### config.mk
export PLATFORM = sky130hd
export DESIGN_NAME = hbd_cell
export DESIGN_NICKNAME = d
export VERILOG_FILES = /design/src/hbd_pkg.sv /design/src/hbd_cell.sv
export SDC_FILE = /design/constraint.sdc
export NUM_CORES = 1
export LEC_CHECK = 0
export ABC_AREA = 1
export BUFFER_PORTS_ARGS = -buffer_cell sky130_fd_sc_hd__buf_2
export CORE_MARGIN = 10
export CORE_UTILIZATION = 43
export CTS_CLUSTER_SIZE = 20
export DETAILED_ROUTE_END_ITERATION = 12
export PLACE_DENSITY = 0.66
export SLEW_MARGIN = 15
export SYNTH_ARGS = -nofsm -noshare
export SYNTH_HDL_FRONTEND = slang
export SYNTH_SLANG_ARGS = --single-unit
### constraint.sdc
create_clock -name clk -period 3.5 [get_ports clk]
set_input_delay 0.35 -clock clk [delete_from_list [all_inputs] [get_ports clk]]
set_output_delay 0.35 -clock clk [all_outputs]
set_load 0.05 [all_outputs]
### src/hbd_pkg.sv
// Shared types, constants and helpers for the Huffman bit decoder.
// No dependencies.
package hbd_pkg;

    localparam int CODE_W       = 32;
    localparam int LEN_W        = 6;
    localparam int SYM_W        = 8;
    localparam int GROUP_SIZE   = 16;
    localparam int GROUP_IDX_W  = 4;
    localparam int RESULT_LIMIT = 32;
    localparam int RES_CNT_W    = 6;

    typedef logic [1:0] op_t;
    localparam op_t OP_LOAD    = 2'd0;
    localparam op_t OP_DECODE  = 2'd1;
    localparam op_t OP_RESTART = 2'd2;

    typedef enum logic [5:0] {
        ST_IDLE  = 6'b000001,
        ST_SHIFT = 6'b000010,
        ST_CMP   = 6'b000100,
        ST_GRP   = 6'b001000,
        ST_SEL   = 6'b010000,
        ST_END   = 6'b100000
    } state_t;

    typedef struct packed {
        logic                   any;
        logic [GROUP_IDX_W-1:0] idx;
    } grp_hit_t;

    function automatic logic [CODE_W-1:0] low_mask(input logic [LEN_W-1:0] len);
        logic [CODE_W-1:0] m;
        m = '0;
        if (len >= LEN_W'(CODE_W))
        begin
            m = '1;
        end
        else
        begin
            m = (CODE_W'(1) << len) - CODE_W'(1);
        end
        return m;
    endfunction

endpackage

### src/hbd_cell.sv
// One code table entry with its own exact-match compare against the partial code.
// Depends on hbd_pkg.
module hbd_cell (
    input  logic                        clk,
    input  logic                        rst_n,
    input  logic                        load_en,
    input  logic [hbd_pkg::CODE_W-1:0]  load_code,
    input  logic [hbd_pkg::LEN_W-1:0]   load_len,
    input  logic                        cmp_en,
    input  logic [hbd_pkg::CODE_W-1:0]  partial_code,
    input  logic [hbd_pkg::LEN_W-1:0]   partial_len,
    output logic                        hit
);

    logic [hbd_pkg::CODE_W-1:0] code_reg;
    logic [hbd_pkg::LEN_W-1:0]  len_reg;
    logic                       hit_reg;

    always_ff @(posedge clk)
    begin
        if (load_en)
        begin
            code_reg <= load_code & hbd_pkg::low_mask(load_len);
        end
    end

    always_ff @(posedge clk or negedge rst_n)
    begin
        if (!rst_n)
        begin
            len_reg <= '0;
            hit_reg <= 1'b0;
        end
        else
        begin
            if (load_en)
            begin
                len_reg <= load_len;
            end
            if (cmp_en)
            begin
                hit_reg <= (len_reg != '0) && (len_reg == partial_len)
                           && (code_reg == partial_code);
            end
        end
    end

    assign hit = hit_reg;

endmodule

Word-level counts from Yosys, hierarchy flattened:

Index checks and enable logic that the tools add are counted.

* word-level logic and storage cells: 14
* flip-flop bits (word level): 39
* bits of input ports: 80

* reductions and logical operators: 3
* shift operators: 1
* equality and inequality tests: 2
* add/sub/neg operators: 1
* bitwise operators: 1
* $lt $le $gt $ge: 1
* multiplexer cells: 2

Operators by type and width (number)
* two-way mux 32 bit: 2
* bitwise AND 32 bit: 1
* equality test 32 bit: 1
* left shift 1 x 6 -> 32 bit (first input constant): 1
* subtractor 32 x 2 -> 32 bit (second input constant): 1
* equality test 6 bit: 1
* greater-or-equal comparator 6 bit (second input constant): 1
* nonzero test 6 bit: 1
* logical AND 1 bit: 2

Longest topological paths before layout:

* depth in word-level cells: 5
* gate-level depth with buffers: 13
* mapped depth without buffers: 12

Worst setup path before layout:

OpenSTA, ideal clock, no wires.

* kind: input to register
* start point: in load_len[5] in the netlist's numbering
* end point: reg code_reg[28] in the netlist's numbering, data pin
* path slack: 1.582 ns
* setup time: 0.255 ns
* path buffers: 2
* data required time: 3.245 ns
* arrival time: 1.664 ns
* cell stages on the path: 11
* cells stage by stage: buf_4 > nor2_4 > buf_6 > nand4_2 > ha_1 > nand3_2 > inv_2 > nand2_4 > nor2_1 > a21oi_1 > nor2_1

* word-level cells in the longest chain between the ends: 5
* elaborated cells between the ends (all ways): 6
* classes of those cells: 1 x add/sub; 1 x order compare; 1 x shift; 2 x mux; 1 x bitwise

RTL lines
* start: declaration: RTL line hbd_cell.sv:8 `input logic [hbd_pkg::LEN_W-1:0] load_len,`
* left shift 1 x 6 -> 32 bit: RTL line hbd_pkg.sv:41 `m = (CODE_W'(1) << len) - CODE_W'(1);`
* subtractor 32 x 2 -> 32 bit: RTL line hbd_pkg.sv:41
* two-way mux 32 bit *: RTL line hbd_pkg.sv:35 `if (len >= LEN_W'(CODE_W))`
* two-way mux 32 bit *: RTL line hbd_cell.sv:21 `if (load_en)`
* bitwise AND 32 bit *: RTL line hbd_cell.sv:23 `code_reg <= load_code & hbd_pkg::low_mask(load_len);`
* end signal: assignment: RTL line hbd_cell.sv:23
* end: declaration: RTL line hbd_cell.sv:15 `logic [hbd_pkg::CODE_W-1:0] code_reg;`

Every way passes the cells marked *; elsewhere a longest branch is shown, timed or not. The select of a mux whose other input is x is not followed.
A chain may end at the register's enable or synchronous reset.

Worst setup path in the final report:

* start point: in load_len[3] in the netlist's numbering
* end point: reg code_reg[18] in the netlist's numbering, data pin

The elaborated chain is that of the path after synthesis.

==> results by group <==
Run status
  – Status: finished clean

Floorplan
  – Die footprint: 0.0112 mm2
  – Cell row count: 31
  – Die height: 106 um
  – Io pins: 81
  – Effective utilization at floorplan: 0.438
  – Floorplan Core Area: 0.00721 mm2
  – Die width: 106 um

Clock network
  – Post-cts resize count: 0
  – Root Buffer: clkbuf_8
  – Worst-path clk slew: 0.08 ns
  – Total CTS buffers: 5
  – CTS tree: done
  – Htree depth: 2
  – Clock sinks: 39
  – Worst skew pair latency: 0.29 ns
  – Max clock buf depth: 2

Logic synthesis
  – Warnings, synthesis: 0
  – Sequential-to-total area share from yosys stat: 0.359
  – FF+latch count, synth: 39
  – Cells after Synth: 436
  – Cell Area, Synth: 0.00316 mm2
  – Ys async rst share: 0.179
  – Syn_nets: 517
  – Syn Area/Cell: 7.25 um2
  – Dominant synthesized flop cell: edfxtp_1
  – Netlist cell types: 40
  – Number of synthesized flops with an enable pin: 32

Finish
  – Fill cell count: 755
  – Synthesis-to-layout area growth: 17.2%
  – Fin nets: 593
  – Max reg flops: 32
  – Antenna cells: 0
  – Layout cells sized above 1: 0.255

Min path
  – Hold WC Path Type: input pin to register

Power
  – Maximum VDD drop: 0.149 mV
  – Cell area power density: 328 mW/mm2
  – Static Leak: 2.02 nW

Timing
  – Final WS setup: 1.51 ns
  – Hold Worst Slack: 0.243 ns
  – Final Critical Period: 1.99 ns
  – Worst slew margin: 0.397
  – FMAX: 0.502 GHz
  – RSZ-0062 raised after global routing: no
  – Worst Skew: 0.00530 ns
  – Worst slew pin tran: 0.904 ns
  – Final hold violation count: 0
  – Part of the cycle the worst path needs: 0.569
  – Setup tns final: 0 ns
  – Slew Viols, Final: 0
  – Setup-failing EPs final: 0

Setup path
  – Worst EP required: 3.55 ns
  – WP data arrival: 2.04 ns
  – Worst-path fanout max: 17
  – WS Path Type: input pin to register
  – Crit path capture type: register
  – Critical Path Start Type: input pin

Placed design
  – RD Place Congestion: 0.982
  – HPWL after detailed placement: 7.55 mm
  – Place WS: 1.24 ns
  – Port-buffer cells: 80

Global route
  – Vias in the first global route: 3091
  – Total track usage: 0.164
  – Grt total ovfl: 0
  – Initial antenna violation count: 0
  – Largest net degree at the start of global routing: 45
  – First-pass GRT wire length: 15.0 mm

Job
  – Max-capacitance violation count: 0

Drt
  – Number of DRC markers in iteration 0: 191
  – Wirelength per Cell: 15.0 um
  – DRT Wirelength: 9.18 mm
  – DRT Pass-1 Iters: 5
  – Residual DRC: 0
  – DR vias/cell: 4.99
  – Post-route ant nets: 0
  – Vias: 3053
-- synth_stat cells, types with 6 or more instances --
cell,n,area (um2)
nand2_1,106,398
nor2_1,66,248
inv_1,50,188
nand3_1,36,180
edfxtp_1,32,961
nand4_1,16,100
or2_2,13,81.3
xnor2_1,13,114
a21oi_1,12,60.1
nor3_1,10,50.1
xor2_1,8,70.1
dfrtp_1,7,175
o21ai_0,7,35.0
buf_6,6,67.6
inv_2,6,22.5
nor2_2,6,37.5
-- final timing paths --
check | from | end | slack, ns | cells after the start
min reg2reg | hit | hit | 0.53 | 2
max | load_len[3] | code_reg[18] | 1.51 | 11
min in group asynchronous | rst_n | len_reg[4] | 0.42 | 2
max reg2reg | code_reg[28] | hit | 2.17 | 7
max in group asynchronous | rst_n | len_reg[5] | 2.91 | 2
min | cmp_en | hit | 0.24 | 2
-- cell type report --
| class | count | area, um2 | share of cell area |
|---|---|---|---|
| clock buffers | 7 | 108 | 0.0290 |
| clock inverters | 1 | 5.00 | 0.00135 |
| inverters | 56 | 210 | 0.0567 |
| multi-input cells | 329 | 1710 | 0.462 |
| flip-flops and latches | 39 | 1140 | 0.307 |
| well taps | 99 | 124 | 0.0334 |
| repair buffers | 81 | 410 | 0.111 |
-- power breakdown --
group | leakage, nW | switching [mW] | internal (mW)
sequential | 0.395 | 0.0187 | 0.553
clock | 0.0594 | 0.165 | 0.202
combinational | 1.57 | 0.163 | 0.114
total | 2.02 | 0.347 | 0.869
-- critical path: stages --
cell and delay [ns]:
buf_2 0.32, inv_2 0.22, nand4_2 0.18, ha_1 0.21, nand3_2 0.13, inv_2 0.17, nand3_2 0.13, nor2_1 0.15
nand2_1 0.08, nand2_1 0.06, nor2_1 0.04
-- cell usage in the layout (no fill, tap or decap), drive strengths merged, types with 2 or more instances in the layout --
cell type,Yosys,layout
a21oi,12,12
dfrtp,7,7
xor2,8,8
and3,3,3
edfxtp,32,32
nor2,77,77
clkbuf,2,7
o211ai,2,2
xnor2,13,13
nor3,11,11
buf,10,80
a21boi,3,3
nor4,2,2
nand3,39,39
o21ai,8,8
or2,14,14
inv,56,56
nand2,110,110
nand4,21,21
-- per-stage QoR --
stage / util / power, mW / area (um2) / instances
global placement: 0.497 / 0.854 / 3580 / 603
finish: 0.514 / 1.22 / 3710 / 612
global route: 0.514 / 1.28 / 3710 / 612
CTS: 0.514 / 1.22 / 3710 / 612
floorplan: - / 0.762 / 3160 / 436
detailed placement: 0.497 / 0.858 / 3580 / 603
-- timing repair --
action	4_1_cts	5_1_grt
hold endpoints to repair	7	0
setup buffers	0	0
hold buffers	1	0
-- kinds of logic (layout without fill, tap and decap cells) --
group           after synthesis  count (layout)  share of synthesized area
xor+xnor                     21              21                     0.0582
simple gates                278             278                      0.426
fa+ha+maj                     1               1                    0.00396
compound gates               29              29                     0.0538
flops                        39              39                      0.359
buf+inv                      68             145                     0.0989
-- per-layer routing --
layer  part of all wire  vias up  track usage
met5                  0        -            0
met4              0.018        0       0.0532
met3              0.058       13       0.0250
met2               0.47      104        0.272
met1               0.45     1363        0.213
li1                   -     1573            -
(Power assumes the default switching activity.)
