[src/hbd_pkg.sv]
// Shared types, constants and helpers for the Huffman bit decoder.
// No dependencies.
package hbd_pkg;

    localparam int CODE_W       = 32;
    localparam int LEN_W        = 6;
    localparam int SYM_W        = 8;
    localparam int GROUP_SIZE   = 16;
    localparam int GROUP_IDX_W  = 4;
    localparam int RESULT_LIMIT = 32;
    localparam int RES_CNT_W    = 6;

    typedef logic [1:0] op_t;
    localparam op_t OP_LOAD    = 2'd0;
    localparam op_t OP_DECODE  = 2'd1;
    localparam op_t OP_RESTART = 2'd2;

    typedef enum logic [5:0] {
        ST_IDLE  = 6'b000001,
        ST_SHIFT = 6'b000010,
        ST_CMP   = 6'b000100,
        ST_GRP   = 6'b001000,
        ST_SEL   = 6'b010000,
        ST_END   = 6'b100000
    } state_t;

    typedef struct packed {
        logic                   any;
        logic [GROUP_IDX_W-1:0] idx;
    } grp_hit_t;

    function automatic logic [CODE_W-1:0] low_mask(input logic [LEN_W-1:0] len);
        logic [CODE_W-1:0] m;
        m = '0;
        if (len >= LEN_W'(CODE_W))
        begin
            m = '1;
        end
        else
        begin
            m = (CODE_W'(1) << len) - CODE_W'(1);
        end
        return m;
    endfunction

endpackage

[src/hbd_group.sv]
// Registered find-first over one group of cell hit flags.
// Depends on hbd_pkg.
module hbd_group (
    input  logic                                clk,
    input  logic                                rst_n,
    input  logic                                en,
    input  logic [hbd_pkg::GROUP_SIZE-1:0]      hits,
    output hbd_pkg::grp_hit_t                   result
);

    hbd_pkg::grp_hit_t res_reg;
    hbd_pkg::grp_hit_t res_next;

    always_comb
    begin
        res_next = '0;
        for (int i = hbd_pkg::GROUP_SIZE - 1; i >= 0; i--)
        begin
            if (hits[i])
            begin
                res_next.any = 1'b1;
                res_next.idx = hbd_pkg::GROUP_IDX_W'(i);
            end
        end
    end

    always_ff @(posedge clk or negedge rst_n)
    begin
        if (!rst_n)
        begin
            res_reg <= '0;
        end
        else if (en)
        begin
            res_reg <= res_next;
        end
    end

    assign result = res_reg;

endmodule

[config.mk]
export PLATFORM = sky130hd
export DESIGN_NAME = hbd_group
export DESIGN_NICKNAME = d
export VERILOG_FILES = /design/src/hbd_pkg.sv /design/src/hbd_group.sv
export SDC_FILE = /design/constraint.sdc
export NUM_CORES = 1
export LEC_CHECK = 0
export BUFFER_PORTS_ARGS = -buffer_cell sky130_fd_sc_hd__buf_2
export CAP_MARGIN = 20
export CORE_AREA = 2 2 39 41
export CTS_CLUSTER_SIZE = 40
export DETAILED_ROUTE_END_ITERATION = 10
export DIE_AREA = 0 0 41 43
export PLACE_DENSITY = 0.53
export SYNTH_ARGS = -nofsm -noshare
export SYNTH_HDL_FRONTEND = slang
export SYNTH_SLANG_ARGS = --single-unit
[constraint.sdc]
create_clock -name clk -period 1.6 [get_ports clk]
set_clock_uncertainty 0.15 [all_clocks]
set_input_delay 0 -clock clk [delete_from_list [all_inputs] [get_ports clk]]
set_output_delay 0 -clock clk [all_outputs]
set_load 0.01 [all_outputs]
== Word-level counts from Yosys, hierarchy flattened ==
Index checks and enable logic that the tools add are counted.
Widths: inputs -> output; s select.

* Bits in registers: 5
* Latch bits: 0
* Memory bits (writable): 0
* Bits in read-only memories: 0
* Bits of input ports: 19
* Output and inout port bits: 5
* Word-level logic and storage cells: 18
* Memories: 0

* $add $sub $neg: 0
* $mul: 0
* Div/mod/pow operators: 0
* Magnitude comparators: 0
* Equal/unequal tests: 0
* Shifts and indexed selects: 0
* Mux-type cells: 16
* Bitwise gates (word level): 0
* Reduce and logical (&&, ||, !) cells: 0

{| class="wikitable"
|+ Operators by type and width
! kind !! number
|-
| $mux 5 || 16
|}

== Longest topological paths before layout ==
Gate-level depths: netlist (run 1).

* Depth in word-level cells: 16
* Gate-level depth with buffers: 4
* Gate-level depth less buffers: 4

== Worst setup path after synthesis (run 1) ==
No wires, ideal clock.

* Kind: input to register
* Start point: in hits[2] (netlist name)
* End point: reg res_reg (netlist bit result[4])
* Setup time: 126 ps
* Data arrival time: 1046 ps
* Required time: 1324 ps
* Slack: 277 ps
* Stages: 4
* Path buffers: 0
* Cells stage by stage: nand2b_1 -> or4_1 -> or2_1 -> o32a_1

* Longest elaborated chain between the ends: 3

{| class="wikitable"
|+ Ends and longest elaborated chain
! what !! line !! source
|-
| from (decl) || hbd_group.sv:7 || <nowiki>input logic [hbd_pkg::GROUP_SIZE-1:0] hits,</nowiki>
|-
| $mux 5 (3 in a row) || hbd_group.sv:19 || <nowiki>if (hits[i])</nowiki>
|-
| to (signal assigned) || hbd_group.sv:35 || <nowiki>res_reg <= res_next;</nowiki>
|-
| to (decl) || hbd_group.sv:11 || <nowiki>hbd_pkg::grp_hit_t res_reg;</nowiki>
|}

Every way passes these cells.
A chain may end at the register's enable or synchronous reset.

== Worst setup path in the final report (run 1) ==
* Start point: in hits[9] (netlist name)
* End point: reg res_reg (netlist bit result[4])

* Longest elaborated chain between the ends: 10

{| class="wikitable"
|+ Ends and longest elaborated chain
! what !! line
|-
| $mux 5 (10 in a row) || hbd_group.sv:19
|}

Every way passes these cells.

==> results of run 1 <==
-- per-stage QoR --
step / std cells / util (%) / area, sq um / hold WS [ns] / setup slack (ns)
6_report: 97 / 43.9 / 607 / 0.0165 / 0.0994
5_1_grt: 97 / 43.9 / 607 / 0.0483 / 0.0106
4_1_cts: 97 / 43.7 / 604 / 0.00849 / 0.0405
3_5_place_dp: 82 / 33.8 / 468 / -0.326 / 0.123
3_3_place_gp: 82 / 33.8 / 468 / -0.329 / 0.136
2_1_floorplan: 43 / - / 333 / -0.446 / 0.277
-- cells by family after synthesis --
kind of cell / Yosys count / share of synthesized area, %
buffers and inverters: 7 / 7.90
AO/OA/AOI/OAI: 16 / 33.5
AND/OR/NAND/NOR: 15 / 21.1
flip-flops: 5 / 37.6
-- cell type report --
cell class	count	share of cell area [%]
multi-input combinational	31	29.9
clock buffer	4	4.33
sequential	5	20.6
inverter	7	4.33
tap	16	3.30
timing repair buffer	34	37.5
-- final timing paths --
check | end | startpoint | cells past startpoint | slack [ns]
min in group asynchronous | result[1] | rst_n | 3 | 0.52
setup reg to reg | result[0] | result[0] | 3 | 0.16
max in group asynchronous | result[4] | rst_n | 3 | 0.57
hold reg to reg | result[4] | result[4] | 1 | 0.35
setup / recovery | result[4] | hits[9] | 5 | 0.1
hold / removal | result[2] | hits[6] | 5 | 0.02
-- routing by layer --
layer / track usage, % / routed length [microns] / vias up
met1: 17.0 / 453 / 194
met4: 12.0 / 23 / 0
li1: - / - / 234
met2: 23.8 / 471 / 17
met5: 0 / 0 / -
met3: 1.57 / 53 / 2
-- critical path, cell delays in order --
cell and delay (ns):
buf_2 0.11, dlygate4sd3_1 0.55, nor4_1 0.36, inv_1 0.11, o32a_1 0.35
-- timing repair --
item	CTS	global route
endpoints found under the hold margin	10	0
buffers inserted	0	0
hold buffers	11	0
endpoints found under the setup margin	0	1
gates resized for setup	0	1
-- report_power, final --
| part | leakage, uW | internal, uW | switching (uW) |
|---|---|---|---|
| registers | 0.0000603 | 133 | 2.93 |
| logic | 0.000209 | 50.6 | 40.6 |
| clock network | 0.0000150 | 94.4 | 53.6 |
-- cell usage in the layout, fill, tap and decap left out, drive strengths merged, types with 2 or more instances in the layout --
| cell | count |
|---|---|
| o21ai | 5 |
| dlygate4sd3 | 10 |
| o22ai | 2 |
| nand2 | 2 |
| buf | 23 |
| inv | 7 |
| nor2 | 8 |
| dfrtp | 5 |
| clkbuf | 4 |
| a21oi | 2 |
-- synth_stat cells (2+ instances only) --
cell	count	share of area (%)
nand2_1	2	2.3
o21ai_0	5	7.5
nor2_1	8	9.0
dfrtp_1	5	38
inv_1	7	7.9
a21oi_1	2	3.0
o22ai_1	2	3.8
==> results.cfg, run 1 <==
[clock_network]
insertion_delay_ns = 0.24
numCtsBuffers = 3
ctsLongestPathBuffers = 2
h-tree-depth = 1
clkTransAtPathRegs_ns = 0.04
cts.sinks = 5
cts_tree = yes
cts_root_buf = clkbuf_4

[floorplan]
design.portCount = 24
die_y_microns = 43
dieArea_sq_um = 1760
fp.dieW_microns = 41
core_sq_um = 1380
floorplan.initialDensity_pct = 24.1
rows = 14

[logic_synthesis]
synth.avg_cell_area_sq_um = 7.74
synth_seq_area_share_pct = 37.6
syn_inst = 43
synth_edf_count = 0
ys_seq_elements = 5
synth_ff_type = dfrtp_1
syn-num-nets = 62
yosysUniqueCellTypes = 19
netlist_area_sq_um = 333
synth_warnings = 0
synthArstFlopShare_pct = 100

[sta]
relSlewSlack_pct = 74.4
fin_crit_ns = 1.50
max_clock_freq_mhz = 666
rsz0062_at_grt = false
setup_viol = 0
worst_slew_pin_slew_ns = 0.375
final_hold_viol_count = 0
timing.final.crit_share_pct = 93.8
tns_ns = 0
drv_slew = 0

[setup_path]
arrival_ns = 1.47
cp.required_ns = 1.57
worstPathMaxFanout = 3
critPathKind = primary input to flip-flop
cp-end-kind = flip-flop
worstSetupStartpointType = primary input

[detailed_routing]
ant_nets = 0
drt-wirelength-per-cell_microns = 10.3
drc = 0
dr.pass1.iters = 4
vias = 447
drtIter0Drc = 9
totalWireLength_microns = 1000
viasPerCell = 4.61

[placed_design]
gp_congestion = 0.686
numPortBuffers = 23
post-dp-hpwl_microns = 727

[worst_hold_path]
hp-class = primary input to flip-flop

[pwr]
vdd_ir_drop_max_v = 0.000199
power_density_nw_per_um2 = 619
total_power_uw = 375
cellLeakagePower_uw = 0.000284

[run_status]
status = completed

[finish]
drive_gt1_share_pct = 32.1
seqCellArea_sq_um = 125
nets = 101
multiInputGateArea_sq_um = 181
fillers = 149
synthToLayoutAreaGrowth_pct = 82.3
largest_register_ffs = 5
diodes = 0

[job]
drv_cap = 0

[global_route]
grt_pass1_vias = 466
grt_max_degree = 6
grt_usage_pct = 15.1
antenna_found_initial = 0
grt_pass1_wl_microns = 1790
overflow = 0
No activity file was read; power rests on OpenSTA's default activity.
==> inputs of run 2 (changes only) <==
--- a/config.mk
+++ b/config.mk
@@ -5,13 +5,14 @@
 export SDC_FILE = /design/constraint.sdc
 export NUM_CORES = 1
 export LEC_CHECK = 0
+export ABC_AREA = 1
 export BUFFER_PORTS_ARGS = -buffer_cell sky130_fd_sc_hd__buf_2
 export CAP_MARGIN = 20
 export CORE_AREA = 2 2 39 41
 export CTS_CLUSTER_SIZE = 40
 export DETAILED_ROUTE_END_ITERATION = 10
 export DIE_AREA = 0 0 41 43
-export PLACE_DENSITY = 0.53
+export PLACE_DENSITY = 0.56
 export SYNTH_ARGS = -nofsm -noshare
 export SYNTH_HDL_FRONTEND = slang
 export SYNTH_SLANG_ARGS = --single-unit
==> results.cfg, run 2 <==
[setup_path]
cp.required_ns = 1.58
max_stage_delay_ns = 0.56
worstSetupStartpointType = primary input
timing.critical_path.buf_inv = 4
arrival_ns = 1.47
path_cells = dlygate4sd3_1 > buf_2 > inv_2 > nor2_1 > dlygate4sd3_1 > nand2_1 > nand2_1
cp-end-kind = flip-flop
worstPathMaxFanout = 5
crit_slowest_cell = dlygate4sd3_1
critical_path.top_delay_family = buffers and inverters
critPathKind = primary input to flip-flop

[logic_synthesis]
synth_warnings = 0
synthArstFlopShare_pct = 100
synth_seq_area_share_pct = 33.8
synth_edf_count = 0
synth_ff_type = dfrtp_1
yosysUniqueCellTypes = 11
syn-num-nets = 84
syn_inst = 65
post-synth-top-count-cell = nand2_1
netlist_area_sq_um = 370
synth.avg_cell_area_sq_um = 5.70
yosysTopAreaCellShare_pct = 33.8
synthTopCellsByCount = nand2_1, inv_1, nor2_1
ys_seq_elements = 5
yosys.area.top_type = dfrtp_1
yosys-top-cells-area = dfrtp_1, nand2_1, inv_1, nor2_1, nand3_1

[placed_design]
dpl_cell_area_sq_um = 505
gp_congestion = 0.775
post-dp-hpwl_microns = 682
numPortBuffers = 23

[detailed_routing]
drt-wirelength-per-cell_microns = 8.44
dr.pass1.iters = 4
drtIter0Drc = 9
drc = 0
viasPerCell = 4.25
totalWireLength_microns = 1030
vias = 519
ant_nets = 0

[job]
drv_cap = 0

[global_route]
grt_pass1_vias = 472
met3_usage_pct = 0
grt_pass1_wl_microns = 1630
busiest_layer = met2
met1_usage_pct = 13.0
grt_usage_pct = 13.2
grt_max_degree = 6
met2_usage_pct = 25.6
overflow = 0
antenna_found_initial = 0

[sta]
drv_slew = 0
setup_viol = 0
max_clock_freq_mhz = 671
worst_slew_pin_slew_ns = 0.397
timing.final.crit_share_pct = 93.1
rsz0062_at_grt = false
fin_crit_ns = 1.49
tns_ns = 0
fin_hold_ws_ns = 0.0188
relSlewSlack_pct = 73.3
final_hold_viol_count = 0

[pwr]
total_power_uw = 383
vdd_ir_drop_max_v = 0.000190
power_density_nw_per_um2 = 564
cellLeakagePower_uw = 0.000402

[finish]
synthToLayoutAreaGrowth_pct = 83.4
layout_common_cells = nand2_1, buf_2, dlygate4sd3_1, inv_1, nor2_1
nets = 126
largest_register_ffs = 5
diodes = 0
final_core_util_pct = 49.1
final_cell_area_sq_um = 679
drive_gt1_share_pct = 31.1
layout_commonest_cell = nand2_1

[clock_network]
clkTransAtPathRegs_ns = 0.04
cts_root_buf = clkbuf_4
ctsLongestPathBuffers = 2
h-tree-depth = 1
cts.sinks = 5
cts_tree = yes
numCtsBuffers = 3
insertion_delay_ns = 0.24
postCtsSetupBuffers = 0

[floorplan]
dieArea_sq_um = 1760
design.portCount = 24
fp.dieW_microns = 41
floorplan.initialDensity_pct = 26.8
die_y_microns = 43
rows = 14
core_sq_um = 1380

[worst_hold_path]
hp-class = primary input to flip-flop

[run_status]
status = completed
==> run 2: changes by cell type after synthesis, moves of 2 or more <==
cell     change
nand2_1     +24
inv_1        +5
inv_2        +5
o21ai_0      -5
nand3_1      +4
o22ai_1      -2
==> run 2: layer usage <==
| metal | part of all wire [%] | up-vias |
|---|---|---|
| met5 | 0 | - |
| met4 | 1.1 | 0 |
| met3 | 3.5 | 2 |
| met2 | 57 | 12 |
| met1 | 38 | 228 |
| li1 | - | 277 |
==> run 2: kinds of logic after synthesis <==
logic type,Yosys count,synth area share [%]
and+or+nand+nor,38,40.5
buffers and inverters,17,17.2
AOI/OAI and AO/OA,5,8.45
DFF,5,33.8
==> run 2: layout make-up <==
type | instances | area [sq um]
Clock buffer | 4 | 26.3
Fill cell | 140 | 704
Inverter | 17 | 63.8
Multi-Input combinational cell | 43 | 189
Sequential cell | 5 | 125
Tap cell | 16 | 20.0
Timing Repair Buffer | 37 | 255
==> run 2: repair_timing <==
item	in CTS	in global routing
endpoints found under the hold margin	10	0
resized for setup	0	2
hold buffers	15	0
endpoints found under the setup margin	0	1
==> run 2: final timing paths <==
kind | start | endpoint | slack [ns] | cells after the start
max | en | result[0] | 0.11 | 7
min | hits[9] | result[2] | 0.02 | 4
max reg2reg | result[4] | result[4] | 0.81 | 2
min reg2reg | result[3] | result[3] | 0.33 | 2
max in group asynchronous | rst_n | result[3] | 0.57 | 3
min in group asynchronous | rst_n | result[4] | 0.54 | 3
==> run 2: worst min-delay path: cells and delay by family <==
family	cells	cell delay (ns)
buf+inv	1	0.09
simple gates	1	0.06
compound gates	2	0.22
==> run 2: stage by stage <==
step | instances | worst slack, ns
floorplan | 65 | 0.656
global placement | 104 | 0.465
detailed placement | 104 | 0.463
CTS | 123 | 0.0484
global route | 122 | 0.00281
finish | 122 | 0.111
==> run 2: power breakdown <==
part | total [uW] | switching, uW | internal, uW
sequential | 135 | 2.39 | 132
combinational | 105 | 47.7 | 57.0
clock | 144 | 49.6 | 94.1
==> inputs of run 3 (changes only) <==
--- a/config.mk
+++ b/config.mk
@@ -6,13 +6,14 @@
 export NUM_CORES = 1
 export LEC_CHECK = 0
 export ABC_AREA = 1
-export BUFFER_PORTS_ARGS = -buffer_cell sky130_fd_sc_hd__buf_2
 export CAP_MARGIN = 20
 export CORE_AREA = 2 2 39 41
 export CTS_CLUSTER_SIZE = 40
 export DETAILED_ROUTE_END_ITERATION = 10
 export DIE_AREA = 0 0 41 43
-export PLACE_DENSITY = 0.56
+export DONT_BUFFER_PORTS = 1
+export PLACE_DENSITY = 0.4
+export RECOVER_POWER = 100
 export SYNTH_ARGS = -nofsm -noshare
 export SYNTH_HDL_FRONTEND = slang
 export SYNTH_SLANG_ARGS = --single-unit
==> results.cfg, run 3 (synthesized netlist as in run 2, its figures left out) <==
[detailed_routing]
ant_nets = 0
drtIter0Drc = 3
drc = 0
vias = 443
totalWireLength_microns = 991
drt-wirelength-per-cell_microns = 9.35
met2_length_microns = 540
met1_length_microns = 356
top_layer_used = met4
dr.pass1.iters = 4
met3_wirelength_microns = 75
viasPerCell = 4.18

[floorplan]
design.portCount = 24
die_y_microns = 43
dieArea_sq_um = 1760
floorplan.initialDensity_pct = 26.8
fp.dieW_microns = 41
core_sq_um = 1380
rows = 14

[setup_path]
cp-end-kind = flip-flop
timing.critical_path.buf_inv = 2
critPathKind = primary input to flip-flop
cp.required_ns = 1.59
worstSetupStartpointType = primary input
path_cells = dlygate4sd3_1 > nor2_2 > dlygate4sd3_1 > nand2_1 > o31ai_2
worstPathMaxFanout = 3
arrival_ns = 1.53
cpMostUsedCell = dlygate4sd3_1
crit_slowest_cell = dlygate4sd3_1
max_stage_delay_ns = 0.56
critical_path.top_delay_family = buffers and inverters

[sta]
drv_slew = 0
max_clock_freq_mhz = 650
worst_slew_pin_slew_ns = 0.350
timing.final.crit_share_pct = 96.1
rsz0062_at_grt = false
layout_setup_ws_ns = 0.0617
final_hold_viol_count = 1
fin_crit_ns = 1.54
setup_viol = 0
fin_hold_ws_ns = -0.0624
relSlewSlack_pct = 76.5
tns_ns = 0

[pwr]
vdd_ir_drop_max_v = 0.000212
clockPowerShare_pct = 38.8
cellLeakagePower_uw = 0.000344
swShare_pct = 24.4
p_comb_share_pct = 23.3
seqPwrFrac_pct = 37.9
power_density_nw_per_um2 = 576
p_sw_uw = 89.0
power.internal_uw = 277

[finish]
largest_register_ffs = 5
drive_gt1_share_pct = 8.89
synthToLayoutAreaGrowth_pct = 71.3
fillers = 152
layout_common_cells = nand2_1, dlygate4sd3_1, inv_1, nor2_1, dfrtp_1
nets = 110
layout_commonest_cell = nand2_1
diodes = 0

[global_route]
grt_usage_pct = 13.5
antenna_found_initial = 0
grt_pass1_wl_microns = 1560
overflow = 0
grt_pass1_vias = 447
grt_max_degree = 6

[clock_network]
cts.sinks = 5
insertion_delay_ns = 0.24
cts_root_buf = clkbuf_4
h-tree-depth = 1
postCtsSetupBuffers = 0
numCtsBuffers = 3
clkTransAtPathRegs_ns = 0.04
ctsLongestPathBuffers = 2
cts_tree = yes

[job]
drv_cap = 0

[run_status]
status = finished, violations left
violations = negative hold slack

[placed_design]
gp_congestion = 0.563
dpl_worst_slack_ns = 0.576
numPortBuffers = 0
post-dp-hpwl_microns = 672

[worst_hold_path]
hp-class = primary input to flip-flop
==> run 3: routing by layer <==
metal,GRT usage [%],vias to the layer above
li1,-,241
met1,11.9,181
met2,21.9,19
met3,6.28,2
met4,10.0,0
met5,0,-
==> run 3: area by class of cell <==
cell class | instances | area, sq um | area share, %
Inverter | 17 | 63.8 | 10.1
Sequential cell | 5 | 125 | 19.7
Timing Repair Buffer | 21 | 210 | 33.1
Multi-Input combinational cell | 43 | 189 | 29.8
Tap cell | 16 | 20.0 | 3.16
Clock buffer | 4 | 26.3 | 4.14
==> run 3: through the flow <==
stage | std cells | hold WS [ns] | area (sq um) | power (uW) | util (%)
final | 106 | -0.0624 | 634 | 366 | 45.8
after global routing | 106 | 0.0202 | 634 | 399 | 45.8
after CTS | 103 | 0.355 | 597 | 364 | 43.1
after floorplan | 65 | -0.446 | 370 | 174 | -
after detailed placement | 81 | -0.445 | 390 | 181 | 28.2
after global placement | 81 | -0.445 | 390 | 181 | 28.2
==> run 3: worst paths after layout <==
kind	slack (ns)	from	depth (start not counted)	to
max in group asynchronous	0.67	rst_n	2	result[4]
hold / removal	-0.06	hits[4]	7	result[0]
min in group asynchronous	0.44	rst_n	2	result[1]
hold reg to reg	0.40	result[0]	2	result[0]
setup reg to reg	0.25	result[1]	3	result[1]
setup / recovery	0.06	hits[2]	5	result[3]
==> run 3: worst min-delay path: cells and delay by family <==
family,cells,cell delay (ns)
buf+inv,1,0.02
simple gates,6,0.27
==> run 3: power by group through the flow <==
stage                     logic (uW)  clock network, uW  registers [uW]
after global routing            97.1                162             140
after floorplan                 34.7                  0             139
final                           85.1                142             139
after global placement          40.8                  0             140
after detailed placement        40.3                  0             141
after CTS                       77.9                148             139
==> run 3: repair_timing <==
item,4_1_cts,5_1_grt
hold endpoints to repair,10,2
gates resized for setup,0,2
hold buffers,18,5
endpoints found under the setup margin,0,2
